--- config.mk ---
export PLATFORM = sky130hd
export DESIGN_NAME = urr_cell
export DESIGN_NICKNAME = d
export VERILOG_FILES = /design/src/hdl/urr_pkg.sv /design/src/hdl/urr_cell.sv
export SDC_FILE = /design/constraint.sdc
export NUM_CORES = 1
export LEC_CHECK = 0
export ABC_CLOCK_PERIOD_IN_PS = 27900
export BUFFER_PORTS_ARGS = -buffer_cell sky130_fd_sc_hd__buf_2
export CAP_MARGIN = 20
export CORE_AREA = 2 2 305 307
export CTS_BUF_LIST = sky130_fd_sc_hd__clkbuf_2
export DETAILED_ROUTE_END_ITERATION = 6
export DIE_AREA = 0 0 307 309
export GPL_TIMING_DRIVEN = 1
export HOLD_SLACK_MARGIN = 0.15
export PLACE_DENSITY = 0.44
export SLEW_MARGIN = 5
export SYNTH_ARGS = -nofsm -noshare
export SYNTH_HDL_FRONTEND = slang
export SYNTH_SLANG_ARGS = --single-unit
--- constraint.sdc ---
create_clock -name clk -period 27.9 [get_ports clk]
set_clock_uncertainty 0.2 [all_clocks]
set_input_delay 5.58 -clock clk [delete_from_list [all_inputs] [get_ports clk]]
set_output_delay 5.58 -clock clk [all_outputs]
set_load 0.03 [all_outputs]
--- src/hdl/urr_pkg.sv ---
// ----------------------------------------------------------------------------
// Uniform range reducer package
// Shared types and constants for the range reducer and its division cells.
// ----------------------------------------------------------------------------
`default_nettype none

package urr_pkg;

  localparam int unsigned WordW = 64;
  localparam int unsigned NumCells = WordW;

  typedef struct packed {
    logic [WordW-1:0] lower_bound;
    logic [WordW-1:0] upper_bound;
    logic [WordW-1:0] random_word;
  } request_t;

  typedef struct packed {
    logic             accepted;
    logic [WordW-1:0] ranged_value;
  } result_t;

  // One slot of the division chain. The shifted copy of the word feeds the
  // remainder one bit per cell, most significant bit first.
  typedef struct packed {
    logic             valid;
    logic [WordW-1:0] lower_bound;
    logic [WordW-1:0] size;
    logic [WordW-1:0] random_word;
    logic [WordW-1:0] dividend;
    logic [WordW-1:0] rem_word;
    logic [WordW-1:0] rem_ones;
  } stage_t;

endpackage

`default_nettype wire

--- src/hdl/urr_cell.sv ---
// ----------------------------------------------------------------------------
// Range reducer division cell
// One restoring step of the word remainder and of the all-ones remainder.
// ----------------------------------------------------------------------------
`default_nettype none

module urr_cell
  import urr_pkg::*;
(
  input  wire logic   clk,
  input  wire logic   rst,
  input  wire logic   enable,
  input  wire stage_t prev,
  output stage_t      cur
);

  logic [WordW:0] trial_word;
  logic [WordW:0] trial_ones;
  logic [WordW:0] size_ext;
  stage_t         cur_next;

  always_comb begin
    size_ext   = {1'b0, prev.size};
    trial_word = {prev.rem_word, prev.dividend[WordW-1]};
    trial_ones = {prev.rem_ones, 1'b1};
    cur_next   = prev;
    cur_next.dividend = {prev.dividend[WordW-2:0], 1'b0};
    if (trial_word >= size_ext) begin
      trial_word = trial_word - size_ext;
    end
    if (trial_ones >= size_ext) begin
      trial_ones = trial_ones - size_ext;
    end
    cur_next.rem_word = trial_word[WordW-1:0];
    cur_next.rem_ones = trial_ones[WordW-1:0];
  end

  always_ff @(posedge clk) begin
    if (rst) begin
      cur.valid <= 1'b0;
    end else if (enable) begin
      cur <= cur_next;
    end
  end

endmodule

`default_nettype wire

==> results.sh <==
export IMPL_run_status="finished clean"
export IMPL_clkLatencyLatePin_ns=1.24
export IMPL_core_area_um2=91400
export IMPL_syn_avg_cell_area_um2=11.1
export IMPL_dieArea_um2=94900
export IMPL_drive_gt1_share_pct=35.7
export IMPL_antenna_found_initial=69
export IMPL_finish_utilization_pct=29.8
export IMPL_die_h_um=309
export IMPL_power_density_nw_per_um2=59.4
export IMPL_synthArstFlopShare_pct=0
export IMPL_port_buffers=771
export IMPL_finalPower_mw=1.62
export IMPL_dp_cells=3793
export IMPL_grt_first_pass_wirelength_um=131000
export IMPL_synth_seq_area_share_pct=54.9
export IMPL_finalSetupTns_ns=0
export IMPL_multiInputGateArea_um2=8770
export IMPL_drcViolationCount=0
export IMPL_grt_usage_pct=19.1
export IMPL_regArea_um2=11500
export IMPL_nNetsFinal=3238
export IMPL_synthFlopType="edfxtp_1"
export IMPL_drv_cap=0
export IMPL_largest_register_ffs=384
export IMPL_netSwitchingPower_mw=0.606
export IMPL_swShare_pct=37.4
export IMPL_wl_per_cell_um=23.6
export IMPL_start_util_pct=23.0
export IMPL_synth_nets=2413
export IMPL_post_drt_via_cell_ratio=4.68
export IMPL_grt_max_degree=147
export IMPL_holdPathStages=2
export IMPL_synth_distinct_cells=85
export IMPL_reg_top3="cur x384"
export IMPL_final_hold_viol_count=0
export IMPL_slew_violations=0
export IMPL_clk_path_buf_depth=3
export IMPL_relSlewSlack_pct=30.3
export IMPL_r2r_cells=2
export IMPL_cts_max_level=3
export IMPL_combPwrFrac_pct=28.3
export IMPL_ctsResizeCount=0
export IMPL_cts_made_buffers=112
export IMPL_crit_reg2reg_capture="cur[384]"
export IMPL_drt_iter0_drc=1289
export IMPL_p_seq_share_pct=43.9
export IMPL_min_period_ns=8.93
export IMPL_vdd_drop_max_v=0.0000268
export IMPL_r2r_slack_ns=27.12
export IMPL_ys_ff_latch=384
export IMPL_clock_power_share_pct=27.9
export IMPL_ys_warn_count=0
export IMPL_critical_path_class="in2reg"
export IMPL_grt_pass1_vias=19000
export IMPL_rsz0062_at_grt="false"
export IMPL_crit_path_max_fanout=79
export IMPL_fmax_mhz=112
export IMPL_min_from="cur[384]"
export IMPL_cts_reportedPaths_clkPinSlew_ns=0.09
export IMPL_dr_pass1_iters=5
export IMPL_setup_violations=0
export IMPL_worst_pin_slew_ns=1.05
export IMPL_fillers=9785
export IMPL_routed_wl_um=94900
export IMPL_whs_ns=0.298
export IMPL_cts_root_buf="clkbuf_2"
export IMPL_final_cells=4015
export IMPL_min_path_type="reg2reg"
export IMPL_io_pins=773
export IMPL_synth_edf_count=383
export IMPL_syn_inst=1896
export IMPL_start_kind="input pin"
export IMPL_cts_sinks=384
export IMPL_area_growth_pct=29.9
export IMPL_cts_setup_buffers=0
export IMPL_regMostFlops="cur"
export IMPL_p_leak_nw=11.6
export IMPL_required_ns=28.78
export IMPL_cts_tree="yes"
export IMPL_internal_power_mw=1.01
export IMPL_hold_end="cur[384]"
export IMPL_gp_congestion=0.887
export IMPL_end_kind="register"
export IMPL_ant_nets=0
export IMPL_synth_area_um2=21000
export IMPL_die_w_um=307
export IMPL_dpl_hpwl_um=78400
export IMPL_min_period_over_period_pct=32.0
export IMPL_r2r_start="cur[384]"
export IMPL_cts_hold_buf=0
export IMPL_vias=18800
export IMPL_cp_arrival_ns=9.80
export IMPL_grt_ovfl_total=0
export IMPL_num_rows=111
cell type report:
type	instances	area share [%]
Sequential cell	384	42.3
Timing Repair Buffer	788	14.7
Inverter	100	1.38
Tap cell	1186	5.45
Multi-Input combinational cell	1335	32.2
Antenna cell	20	0.184
Clock inverter	56	1.18
Clock buffer	146	2.68
cell usage after synthesis, drive strengths merged (22+ instances only):
master	instances	area (µm²)
a21o	61	459
nor3	33	165
nor2	140	528
o21ai	142	714
xnor2	66	578
o21bai	23	173
o31ai	22	189
buf	25	145
nand2	171	642
ha	127	1590
nand3	38	195
nand4	38	244
inv	100	375
clkbuf	52	195
edfxtp	383	11500
a21oi	185	926
xor2	40	350
o21a	31	233
how the worst max path moves through the flow:
| stage | from | end | slack (ns) | cells past startpoint |
|---|---|---|---|---|
| after global routing | prev[257] | cur[82] | 18.83 | 16 |
| final | prev[257] | cur[92] | 18.97 | 16 |
| after floorplan | rst | cur[0] | 4.02 | 1 |
| after detailed placement | prev[257] | cur[92] | 17.57 | 16 |
| after CTS | prev[263] | cur[26] | 19.10 | 14 |
| after global placement | prev[257] | cur[92] | 17.54 | 16 |
worst max-delay path, cell delays in order:
cell and delay (ns):
buf_2 0.12, inv_1 0.08, ha_1 0.29, nor2b_1 0.14
o31ai_1 0.39, a21oi_1 0.12, buf_4 0.18, a31oi_1 0.23
o21ai_1 0.10, buf_4 0.17, a41o_1 0.36, a31o_2 0.32
o21ai_4 0.13, buf_4 0.41, buf_4 0.64, mux2_2 0.41
per-layer routing:
metal / share of wire, % / GRT usage [%] / vias to the layer above
met5: 0.081 / 0 / -
met4: 3.6 / 7.67 / 12
met3: 7.1 / 5.60 / 247
met2: 54 / 36.6 / 790
met1: 35 / 19.3 / 8895
li1: - / - / 8831
stage by stage:
stage / worst slack, ns / area, µm²
final: 18.97 / 27200
after detailed placement: 17.57 / 26100
after CTS: 19.10 / 27200
after global routing: 18.83 / 27200
after global placement: 17.54 / 26100
after floorplan: 4.02 / 21000
power by group through the flow:
stage / Sequential, mW / Clock [mW] / Combinational, mW
floorplan: 0.830 / 0 / 0.198
global placement: 0.724 / 0 / 0.460
detailed placement: 0.724 / 0 / 0.460
CTS: 0.711 / 0.481 / 0.462
global route: 0.715 / 0.508 / 0.496
finish: 0.710 / 0.451 / 0.458
kinds of logic (layout without fill, tap and decap cells):
group / after synthesis / in the layout / share of synthesized area (%)
adders and majority gates: 129 / 129 / 7.77
xor gates and xnor gates: 106 / 106 / 4.43
AOI/OAI and AO/OA: 568 / 568 / 17.0
muxes: 19 / 19 / 0.996
and+or+nand+nor: 512 / 512 / 11.5
DFF: 384 / 384 / 54.9
buffers and inverters: 177 / 1090 / 3.41
other: 1 / 21 / 0.0179
cells in the final DEF, fill, tap and decap left out, types with 11 or more instances in the layout:
cell,Yosys,final
mux2_2,15,15
nand2b_1,15,15
nand4_1,37,37
edfxtp_1,383,383
nor3_1,33,33
xor2_1,40,40
o31ai_1,19,19
o21bai_1,23,23
a21oi_1,185,185
nand2_1,171,171
clkbuf_2,0,146
clkinv_2,0,15
clkinv_1,0,33
a21o_1,60,60
diode_2,0,20
o21a_1,31,31
nor2_1,139,139
nand3_1,37,37
a31oi_1,15,15
o211ai_1,12,12
nor4_1,11,11
ha_1,127,127
xnor2_1,66,66
inv_1,100,100
o21ai_0,134,134
buf_4,8,16
and2_1,15,15
buf_2,17,771
No activity file was read; power rests on OpenSTA's default activity.
